[src/rtl/pacf_pkg.sv]
`timescale 1ns / 1ps

package pacf_pkg;

  // Datapath and instruction field widths.
  localparam int unsigned DataW     = 32;
  localparam int unsigned RegFieldW = 8;
  localparam int unsigned RegIdxW   = 5;

  // Instruction word layout: opcode, dest, src_a, src_b from the top byte down.
  localparam int unsigned OpcodeLsb = 24;
  localparam int unsigned DestLsb   = 16;
  localparam int unsigned SrcALsb   = 8;
  localparam int unsigned SrcBLsb   = 0;

  // Default size of the register file.
  localparam int unsigned NumRegsDefault = 32;

  // Command codes of an input item.
  typedef enum logic {
    CMD_STEP    = 1'b0,
    CMD_PRELOAD = 1'b1
  } cmd_e;

  // ALU opcodes; every other opcode yields zero.
  typedef enum logic [RegFieldW-1:0] {
    OP_ADD = 8'd0,
    OP_SUB = 8'd1,
    OP_AND = 8'd2,
    OP_OR  = 8'd3
  } alu_op_e;

  // Input item.
  typedef struct packed {
    logic                 cmd;
    logic [DataW-1:0]     instr;
    logic [RegIdxW-1:0]   reg_index;
    logic [DataW-1:0]     reg_value;
  } in_item_t;

  // Result item.
  typedef struct packed {
    logic [RegFieldW-1:0] wb_reg;
    logic [DataW-1:0]     wb_value;
  } out_item_t;

  // Destination and result held in a late pipeline latch.
  typedef struct packed {
    logic [RegFieldW-1:0] dest;
    logic [DataW-1:0]     result;
  } fwd_t;

  // Register file write request.
  typedef struct packed {
    logic                 en;
    logic [RegFieldW-1:0] idx;
    logic [DataW-1:0]     data;
  } rf_wr_t;

endpackage

[src/rtl/pacf_regfile.sv]
`timescale 1ns / 1ps

module pacf_regfile import pacf_pkg::*; #(
  parameter int unsigned NumRegs = NumRegsDefault
) (
  input  logic                 clk_i,
  input  logic                 rst_ni,
  input  rf_wr_t               wr_i,
  input  logic                 rd_en_i,
  input  logic [RegFieldW-1:0] rd_idx_a_i,
  input  logic [RegFieldW-1:0] rd_idx_b_i,
  output logic [DataW-1:0]     rd_data_a_o,
  output logic [DataW-1:0]     rd_data_b_o
);

  localparam int unsigned IdxW = $clog2(NumRegs);

  // Register zero and indices past the end are not backed by storage.
  function automatic logic idx_ok(input logic [RegFieldW-1:0] idx);
    logic ok;
    ok = ({1'b0, idx} < (RegFieldW + 1)'(NumRegs)) && (idx != '0);
    return ok;
  endfunction

  logic [DataW-1:0]   mem_q [NumRegs];
  logic [NumRegs-1:0] vld_q;
  logic [DataW-1:0]   rd_a_q, rd_b_q;
  logic               wr_ok;
  logic [IdxW-1:0]    wr_addr, rd_a_addr, rd_b_addr;

  assign wr_ok     = wr_i.en && idx_ok(wr_i.idx);
  assign wr_addr   = wr_i.idx[IdxW-1:0];
  assign rd_a_addr = rd_idx_a_i[IdxW-1:0];
  assign rd_b_addr = rd_idx_b_i[IdxW-1:0];

  // Storage array; written entries are marked valid, the rest read as zero.
  always_ff @(posedge clk_i) begin
    if (wr_ok) begin
      mem_q[wr_addr] <= wr_i.data;
    end
  end

  always_ff @(posedge clk_i or negedge rst_ni) begin
    if (!rst_ni) begin
      vld_q <= '0;
    end else if (wr_ok) begin
      vld_q[wr_addr] <= 1'b1;
    end
  end

  // Registered reads; a write in the same cycle is passed straight through.
  always_ff @(posedge clk_i or negedge rst_ni) begin
    if (!rst_ni) begin
      rd_a_q <= '0;
      rd_b_q <= '0;
    end else if (rd_en_i) begin
      if (wr_ok && (wr_i.idx == rd_idx_a_i)) begin
        rd_a_q <= wr_i.data;
      end else if (idx_ok(rd_idx_a_i) && vld_q[rd_a_addr]) begin
        rd_a_q <= mem_q[rd_a_addr];
      end else begin
        rd_a_q <= '0;
      end
      if (wr_ok && (wr_i.idx == rd_idx_b_i)) begin
        rd_b_q <= wr_i.data;
      end else if (idx_ok(rd_idx_b_i) && vld_q[rd_b_addr]) begin
        rd_b_q <= mem_q[rd_b_addr];
      end else begin
        rd_b_q <= '0;
      end
    end
  end

  assign rd_data_a_o = rd_a_q;
  assign rd_data_b_o = rd_b_q;

endmodule

[src/rtl/pacf_exec.sv]
`timescale 1ns / 1ps

module pacf_exec import pacf_pkg::*; (
  input  logic [RegFieldW-1:0] op_i,
  input  logic [RegFieldW-1:0] src_a_i,
  input  logic [RegFieldW-1:0] src_b_i,
  input  logic [DataW-1:0]     opnd_a_i,
  input  logic [DataW-1:0]     opnd_b_i,
  input  fwd_t                 mem_fwd_i,
  input  fwd_t                 wb_fwd_i,
  output logic [DataW-1:0]     result_o
);

  // The younger latch wins; a zero dest never forwards.
  function automatic logic [DataW-1:0] fwd_pick(input logic [RegFieldW-1:0] src,
                                                input logic [DataW-1:0] latched,
                                                input fwd_t mem_f,
                                                input fwd_t wb_f);
    logic [DataW-1:0] val;
    if ((mem_f.dest != '0) && (mem_f.dest == src)) begin
      val = mem_f.result;
    end else if ((wb_f.dest != '0) && (wb_f.dest == src)) begin
      val = wb_f.result;
    end else begin
      val = latched;
    end
    return val;
  endfunction

  logic [DataW-1:0] a, b;

  assign a = fwd_pick(src_a_i, opnd_a_i, mem_fwd_i, wb_fwd_i);
  assign b = fwd_pick(src_b_i, opnd_b_i, mem_fwd_i, wb_fwd_i);

  // ALU.
  always_comb begin
    case (op_i)
      OP_ADD:  result_o = a + b;
      OP_SUB:  result_o = a - b;
      OP_AND:  result_o = a & b;
      OP_OR:   result_o = a | b;
      default: result_o = '0;
    endcase
  end

endmodule

[src/rtl/pipelined_alu_core_forwarding.sv]
`timescale 1ns / 1ps

// Integer pipeline with decode, execute, memory and writeback latches.
// Input channel: each item either preloads one register (cmd set) or clocks
// the pipeline once, with instr entering the decode latch. Results appear on
// the output channel as (wb_reg, wb_value) when an instruction with a nonzero
// dest retires; preloads and retiring zero-dest words give no item.
// An instruction retires on the fourth step item after the one carrying it;
// its result item enters the output register, or the skid register on a
// stall. Throughput is one item per cycle while the skid register is empty;
// the ALU and forwarding muxes sit between the execute and memory latches.
// Reset clears the register file (through per-entry valid bits), all latches
// and the output stage; no item is pending afterwards.
// A stalled output keeps its item; a second result waits in a skid register,
// and only while that register is full does the input channel stall.
module pipelined_alu_core_forwarding import pacf_pkg::*; #(
  parameter int unsigned NumRegs = NumRegsDefault
) (
  input  logic      clk_i,
  input  logic      rst_ni,
  input  logic      in_valid_i,
  output logic      in_stall_o,
  input  in_item_t  in_item_i,
  output logic      out_valid_o,
  input  logic      out_stall_i,
  output out_item_t out_item_o
);

  logic                 accept, step, preload, produce, out_pop;
  logic [DataW-1:0]     dec_word_q;
  logic [RegFieldW-1:0] ex_op_q, ex_dest_q, ex_src_a_q, ex_src_b_q;
  logic [DataW-1:0]     ex_opnd_a, ex_opnd_b, ex_result;
  fwd_t                 mem_q, wb_q;
  rf_wr_t               rf_wr;
  out_item_t            out_q, skid_q, new_item;
  logic                 out_v_q, skid_v_q;

  assign accept  = in_valid_i && !skid_v_q;
  assign step    = accept && (in_item_i.cmd == CMD_STEP);
  assign preload = accept && (in_item_i.cmd == CMD_PRELOAD);
  assign produce = step && (wb_q.dest != '0);
  assign out_pop = out_v_q && !out_stall_i;

  // Register file write: a preload, or the retiring instruction on a step.
  always_comb begin
    if (preload) begin
      rf_wr.en   = 1'b1;
      rf_wr.idx  = RegFieldW'(in_item_i.reg_index);
      rf_wr.data = in_item_i.reg_value;
    end else begin
      rf_wr.en   = step && (wb_q.dest != '0);
      rf_wr.idx  = wb_q.dest;
      rf_wr.data = wb_q.result;
    end
  end

  // Decode reads land directly in the execute latch operands.
  pacf_regfile #(
    .NumRegs(NumRegs)
  ) u_regfile (
    .clk_i      (clk_i),
    .rst_ni     (rst_ni),
    .wr_i       (rf_wr),
    .rd_en_i    (step),
    .rd_idx_a_i (dec_word_q[SrcALsb +: RegFieldW]),
    .rd_idx_b_i (dec_word_q[SrcBLsb +: RegFieldW]),
    .rd_data_a_o(ex_opnd_a),
    .rd_data_b_o(ex_opnd_b)
  );

  pacf_exec u_exec (
    .op_i     (ex_op_q),
    .src_a_i  (ex_src_a_q),
    .src_b_i  (ex_src_b_q),
    .opnd_a_i (ex_opnd_a),
    .opnd_b_i (ex_opnd_b),
    .mem_fwd_i(mem_q),
    .wb_fwd_i (wb_q),
    .result_o (ex_result)
  );

  // Pipeline latches advance together on each step item.
  always_ff @(posedge clk_i or negedge rst_ni) begin
    if (!rst_ni) begin
      dec_word_q <= '0;
      ex_op_q    <= '0;
      ex_dest_q  <= '0;
      ex_src_a_q <= '0;
      ex_src_b_q <= '0;
      mem_q      <= '0;
      wb_q       <= '0;
    end else if (step) begin
      wb_q        <= mem_q;
      mem_q       <= '{dest: ex_dest_q, result: ex_result};
      ex_op_q     <= dec_word_q[OpcodeLsb +: RegFieldW];
      ex_dest_q   <= dec_word_q[DestLsb +: RegFieldW];
      ex_src_a_q  <= dec_word_q[SrcALsb +: RegFieldW];
      ex_src_b_q  <= dec_word_q[SrcBLsb +: RegFieldW];
      dec_word_q  <= in_item_i.instr;
    end
  end

  assign new_item.wb_reg   = wb_q.dest;
  assign new_item.wb_value = wb_q.result;

  // Output register with a skid register behind it.
  always_ff @(posedge clk_i or negedge rst_ni) begin
    if (!rst_ni) begin
      out_v_q  <= 1'b0;
      skid_v_q <= 1'b0;
      out_q    <= '0;
      skid_q   <= '0;
    end else if (skid_v_q) begin
      if (out_pop) begin
        out_q    <= skid_q;
        skid_v_q <= 1'b0;
      end
    end else if (!out_v_q || out_pop) begin
      out_v_q <= produce;
      if (produce) begin
        out_q <= new_item;
      end
    end else if (produce) begin
      skid_q   <= new_item;
      skid_v_q <= 1'b1;
    end
  end

  assign in_stall_o  = skid_v_q;
  assign out_valid_o = out_v_q;
  assign out_item_o  = out_q;

endmodule

[config.mk]
export PLATFORM = sky130hd
export DESIGN_NAME = pipelined_alu_core_forwarding
export DESIGN_NICKNAME = d
export VERILOG_FILES = /design/src/rtl/pacf_pkg.sv /design/src/rtl/pacf_regfile.sv /design/src/rtl/pacf_exec.sv /design/src/rtl/pipelined_alu_core_forwarding.sv
export SDC_FILE = /design/constraint.sdc
export NUM_CORES = 2
export LEC_CHECK = 0
export BUFFER_PORTS_ARGS = -buffer_cell sky130_fd_sc_hd__buf_2
export CAP_MARGIN = 0
export CORE_ASPECT_RATIO = 0.6
export CORE_MARGIN = 2
export CORE_UTILIZATION = 50
export CTS_BUF_LIST = sky130_fd_sc_hd__clkbuf_4 sky130_fd_sc_hd__clkbuf_8
export CTS_CLUSTER_SIZE = 12
export DETAILED_ROUTE_END_ITERATION = 10
export PLACE_DENSITY = 0.77
export SYNTH_ARGS = -nofsm -noshare
export SYNTH_HDL_FRONTEND = slang
export SYNTH_HIERARCHICAL = 1
export SYNTH_SLANG_ARGS = --single-unit
[constraint.sdc]
create_clock -name clk_i -period 5.7 [get_ports clk_i]
set_input_delay 0.855 -clock clk_i [delete_from_list [all_inputs] [get_ports clk_i]]
set_output_delay 0.855 -clock clk_i [all_outputs]
set_load 0.01 [all_outputs]
After elaboration in Yosys (flattened, before gate mapping) --
Memory sizes are Yosys's and may differ from the RTL's. Index checks and enable logic that the tools add are counted.
Word-level totals: register bits after elaboration 322, RAM bits 1024, bits of input ports 74, output and inout bits 42, logic and storage cells 103, memories 1
Memory list:
- u_regfile.mem_q | depth 32, bits a word 32, read ports 2, clocked after memory_dff 0, wr ports 1, RTL line pacf_regfile.sv:25 | logic [DataW-1:0] mem_q [NumRegs];
Operators by class: $add $sub $neg 2, order comparisons 7, equality and inequality tests 10, mux-type cells 26, bitwise operators 6, reduce and logical (&&, ||, !) cells 33
Operator list (number):
- $mux 32 | 8
- $mux 40 | 4
- $pmux 32 s4 | 1
- $or 32x32->32 | 2
- $eq 8x8->1 | 6
- $mux 41 | 1
- $reduce_bool 8->1 | 5
- $add 32x32->32 | 1
- $and 32x32->32 | 1
- $sub 32x32->32 | 1
- $lt 8x6->1 const B | 3
- $logic_and 1x1->1 | 18
- $lt 5x6->1 const B | 3
- $eq 8x2->1 const B | 2
- $bmux 1 s5 | 2
- $mux 1 | 9
- $eq 8x1->1 const B | 1
- $logic_not 8->1 | 1
- $reduce_and 3->1 | 2
- $demux 1 s5 | 1
- $ge 5x1->1 const B | 1
- $reduce_bool 2->1 | 2
- $logic_not 1->1 | 3
- $not 1->1 | 3
- other kinds (3) | 3

Depth between registers and ports, before layout --
depth after elaboration 10, depth in mapped cells 25, mapped depth without buffers 24

Cells and area by module --
Netlist, hierarchy kept.
Modules (own cells, without submodules):
- pacf_regfile | instances 1, cells each 3213, area an instance 52227.6 um^2, sequential area each 33151.8 um^2
- pipelined_alu_core_forwarding | instances 1, cells each 578, area an instance 9345.2 um^2, sequential area each 5655.4 um^2
- pacf_exec | instances 1, cells each 755, area an instance 5026.1 um^2, sequential area each 0.0 um^2

Worst setup path before layout --
Ideal clock, no wire load.
path kind register to register, start register wb_q (netlist bit new_item[39]), end register mem_q[28] in the netlist's numbering, setup time 125 ps, arrival time 5257 ps, data required time 5575 ps, slack 318 ps, stages on the path, launching flop included 23, path buffers 1, period minus slack after synthesis 5382 ps, cell sequence dfrtp_1 > or4_4 > o211a_4 > buf_6 > nand4_2 > a31oi_4 > nor4_4 > nand2_1 > or3_1 > o31ai_1 > xor2_1 > ha_1 > a21o_1 > a21o_1 > a221o_1 > a21o_1 > o21ai_0 > a21oi_1 > o41a_1 > a21oi_1 > xor2_1 > o31ai_1 > mux2_2
On the way: word-level cells in the longest chain between the ends 6, elaborated cells between the ends (all ways) 14, classes of those cells 2 x add/sub; 2 x eq/ne; 5 x mux; 2 x bitwise; 3 x reduce/logical
RTL lines:
- from (decl) | RTL line pipelined_alu_core_forwarding.sv:33 | fwd_t mem_q, wb_q;
- from (signal assigned) | RTL line pipelined_alu_core_forwarding.sv:93 | wb_q <= mem_q;
- $eq 8x8->1 / $reduce_bool 8->1 (equally long branches) | RTL line pacf_exec.sv:22 | end else if ((wb_f.dest != '0) && (wb_f.dest == src)) begin
- $logic_and 1x1->1 | RTL line pacf_exec.sv:22
- $mux 32 | RTL line pacf_exec.sv:22
- $mux 32 | RTL line pacf_exec.sv:20 | if ((mem_f.dest != '0) && (mem_f.dest == src)) begin
- $sub 32x32->32 (tied with other cells) | RTL line pacf_exec.sv:39 | OP_SUB: result_o = a - b;
- $pmux 32 s4 * | RTL line pacf_exec.sv:37 | case (op_i)
- net ex_result[28] | RTL line pipelined_alu_core_forwarding.sv:32 | logic [DataW-1:0] ex_opnd_a, ex_opnd_b, ex_result;
- to (signal assigned) | RTL line pipelined_alu_core_forwarding.sv:94 | mem_q <= '{dest: ex_dest_q, result: ex_result};
- to (decl) | RTL line pipelined_alu_core_forwarding.sv:33
Mark *: on every way through the listed nets, which the timed path passes. The rest lies on a longest branch. A chain may end at the register's enable or synchronous reset.

Worst setup path in the final report --
start register mem_q[32] in the netlist's numbering, end register mem_q[28] in the netlist's numbering
On the way: word-level cells in the longest chain between the ends 5, elaborated cells between the ends (all ways) 12, classes of those cells 2 x add/sub; 2 x eq/ne; 3 x mux; 2 x bitwise; 3 x reduce/logical
RTL lines (RTL line):
- $eq 8x8->1 / $reduce_bool 8->1 (equally long branches) | pacf_exec.sv:20
- $logic_and 1x1->1 | pacf_exec.sv:20
- $mux 32 | pacf_exec.sv:20
- $sub 32x32->32 (tied with other cells) | pacf_exec.sv:39
- $pmux 32 s4 * | pacf_exec.sv:37
- net ex_result[28] | pipelined_alu_core_forwarding.sv:32
Marked as above.

==> results by group <==
Run status
  • Status: finished with violations
  • Violated checks: negative setup slack

Detailed routing
  • Routed vias: 47,800
  • Antenna viol nets, final: 0
  • WL final: 232,000 um
  • First-pass DRT Iterations: 8
  • Initial drt markers: 7,934
  • Via density: 7.02
  • DRC: 0
  • Wire per inst: 34.1 um

CTS
  • Worst-Skew Late Latency: 960 ps
  • CTS Buf Count: 182
  • CTS Sinks: 1,346
  • Root Driver: clkbuf_8
  • Max Root-Sink Buffers: 3
  • CTS tree: done
  • H-tree depth: 4
  • Clk slew on worst S/H paths: 70 ps

Floorplanning
  • Initial core utilization: 0.505
  • Core Area: 0.132 mm^2
  • Num ports: 116
  • Row cnt: 103
  • Die Span Y: 287 um
  • Die W: 475 um
  • Die footprint: 0.136 mm^2

GRT
  • Global-route wire length before repair: 326,000 um
  • Total GRT Usage: 0.335
  • Vias in the first global route: 45,300
  • Gr ovfl total: 0
  • Initial antenna violation count: 10
  • Largest net degree at the start of global routing: 153

Synthesis
  • Sequential area share after synthesis: 0.583
  • #FFs+latches synth: 1,346
  • Top FF cell, synth: edfxtp_1
  • Synth warnings: 6
  • Syn Area/Cell: 14.6 um^2
  • Synthesized area: 0.0666 mm^2
  • Mapped Cells: 4,546
  • Post-synthesis async set-or-reset flop share: 0.239
  • Synth cell types: 91
  • Post-synth EDFFs: 1,024

Power and ir drop
  • LEAKAGE: 24.4 nW
  • Power density over the cells: 260 mW/mm^2
  • Peak VDD IR: 0.280 mV

STA
  • Worst slew margin: 0.0858
  • Worst setup margin: -8.06 ps
  • Hold Vio Cnt, Final: 0
  • Final min period: 5710 ps
  • RSZ-0062 raised after global routing: true
  • Fin Clk Skew: 52.0 ps
  • Slew Viols, Final: 0
  • Hold Slack: 138 ps
  • Max Clk Rate: 175 MHz
  • Final setup fails: 1
  • Tcrit/Tclk final: 1.00
  • Setup TNS: -8.06 ps
  • Tightest Pin Transition: 1360 ps

Layout
  • Multi-input gate area: 0.0268 mm^2
  • Commonest non-fill, non-tap cell in the layout: edfxtp_1
  • Layout cell share with drive strength beyond 1: 0.298
  • Commonest non-fill, non-tap cells in the layout: edfxtp_1 (1,024), mux2i_1 (501), dfrtp_1 (311)
  • Synth-to-layout area growth: 12.8%
  • Nets: 4,977
  • Seq. cell area: 0.0388 mm^2
  • Filler Cell Count: 10,100

Placement
  • Final Wtd Congestion: 0.964
  • Hpwl dp: 150,000 um
  • IO Port Bufs: 115

Worst setup path
  • Reg2reg setup slack: -8 ps
  • Critical Path Fanout Max: 7
  • Critical Path Slowest Stage Cell: or4_4
  • WS Path Type: flop to flop
  • Startpoint types: flop
  • Worst EP required: 6530 ps
  • CP Cell Sequence: or4_4 -> nor2_4 -> or3_4 -> buf_4 -> a31oi_2 -> nor4_4 -> buf_4 -> nand4b_4 -> or2_4 -> buf_6 -> o21ai_2 -> xor2_1 -> ha_1 -> buf_6 -> a21o_1 -> a221o_1 -> a21o_1 -> o21ai_2 -> a21oi_2 -> o41a_1 -> a21oi_2 -> xor2_1 -> o31ai_1 -> mux2_4
  • Capturing element type of the critical path: flop
  • Arrival @ worst endpoint: 6540 ps
  • Max incr delay on CP: 580 ps

Hold path
  • HP Class: input pin to flop

Run
  • Max Cap Violations: 0
==> kinds of logic after synthesis <==
logic type | share of synthesized area
AOI/OAI and AO/OA | 0.0878
xor gates and xnor gates | 0.0130
adders and majority gates | 0.00879
buffers and inverters | 0.0269
DFF | 0.583
muxes | 0.229
other | 0.0000563
and+or+nand+nor | 0.0521
==> worst max-delay path, delay by kind of cell (launching register included) <==
kind	cells	cell delay [ps]
AO/OA/AOI/OAI	10	1970
AND/OR/NAND/NOR	6	1720
buffers and inverters	4	590
flip-flops	1	380
XOR/XNOR	2	360
adder cells (fa/ha/maj)	1	310
multiplexers	1	270
==> final cells by class <==
class	count	share of cell area
Inverter	22	0.00110
Sequential cell	1346	0.517
Antenna cell	6	0.000200
Clock inverter	73	0.00810
Timing Repair Buffer	441	0.0448
Clock buffer	254	0.0419
Multi-Input combinational cell	2875	0.357
Tap cell	1785	0.0297
==> metrics by stage <==
step	instance area (um^2)	setup slack (ps)	utilization	cells	power, mW
3_5_place_dp	70800	-427	0.537	6461	11.8
2_1_floorplan	66700	318	-	4577	11.3
5_1_grt	75100	-144	0.570	6799	20.0
3_3_place_gp	70800	-443	0.537	6461	11.8
6_report	75100	-8.06	0.570	6802	19.5
4_1_cts	74700	1.69	0.566	6789	19.4
==> flip-flops by register name, indices dropped and copies added (netlist names) <==
register / cells
ex_src_b_q: 8
skid_q: 40
u_regfile/mem_q: 1024
ex_src_a_q: 8
in_stall_o: 1
u_regfile/rd_data_a_o: 32
mem_q: 40
new_item: 40
ex_op_q: 8
u_regfile/rd_data_b_o: 32
ex_dest_q: 8
out_item_o: 40
out_valid_o: 1
u_regfile/vld_q: 32
dec_word_q: 32
==> synthesized netlist by cell type (all sizes together) (32+ instances only) <==
library cell  number  area (um^2)
dfrtp            322         8060
mux4             275         6190
nand4             36          231
o21ai            106          534
a21oi            176          881
nand3             74          370
xnor2             70          613
edfxtp          1024        30700
mux2i            501         5010
or2               41          257
nor4              32          243
buf              201         1210
o31ai             42          320
o22ai            160         1000
ha                34          425
nor2             215          810
clkbuf           133          499
a22oi            138         1040
mux2             357         4020
nand2            153          574
a31oi             45          315
==> where the power goes <==
part	internal (mW)	switching, mW	total [mW]
sequential	10.5	0.0736	10.5
combinational	0.405	0.736	1.14
clock	3.91	3.90	7.81
total	14.8	4.71	19.5
==> path summary, 6_finish.rpt <==
check / from / endpoint / depth (start not counted)
min: in_item_i[41] / dec_word_q[4]$_DFFE_PN0P_ / 2
max in group asynchronous: rst_ni / dec_word_q[1]$_DFFE_PN0P_ / 3
min reg2reg: u_regfile/vld_q[0]$_DFFE_PN0P_ / u_regfile/vld_q[0]$_DFFE_PN0P_ / 0
max reg2reg: mem_q[32]$_DFFE_PN0P_ / mem_q[28]$_DFFE_PN0P_ / 24
max: mem_q[32]$_DFFE_PN0P_ / mem_q[28]$_DFFE_PN0P_ / 24
min in group asynchronous: rst_ni / u_regfile/vld_q[29]$_DFFE_PN0P_ / 2
==> layer usage <==
layer  GRT usage  share of wire  vias to the layer above
met5     0.00312        0.00040                        -
li1            -              -                    18800
met4       0.131          0.042                        8
met1       0.488           0.38                    23900
met2       0.417           0.38                     4377
met3       0.169           0.20                      667
==> timing repair <==
action                                  CTS  global route
pin swaps                                 8            49
hold endpoints to repair                 86             0
resized for setup                        23            72
hold buffers                              1             0
gates cloned                              0             0
buffers inserted                          0             8
endpoints found under the setup margin   10            12
No activity file was read; power rests on OpenSTA's default activity.
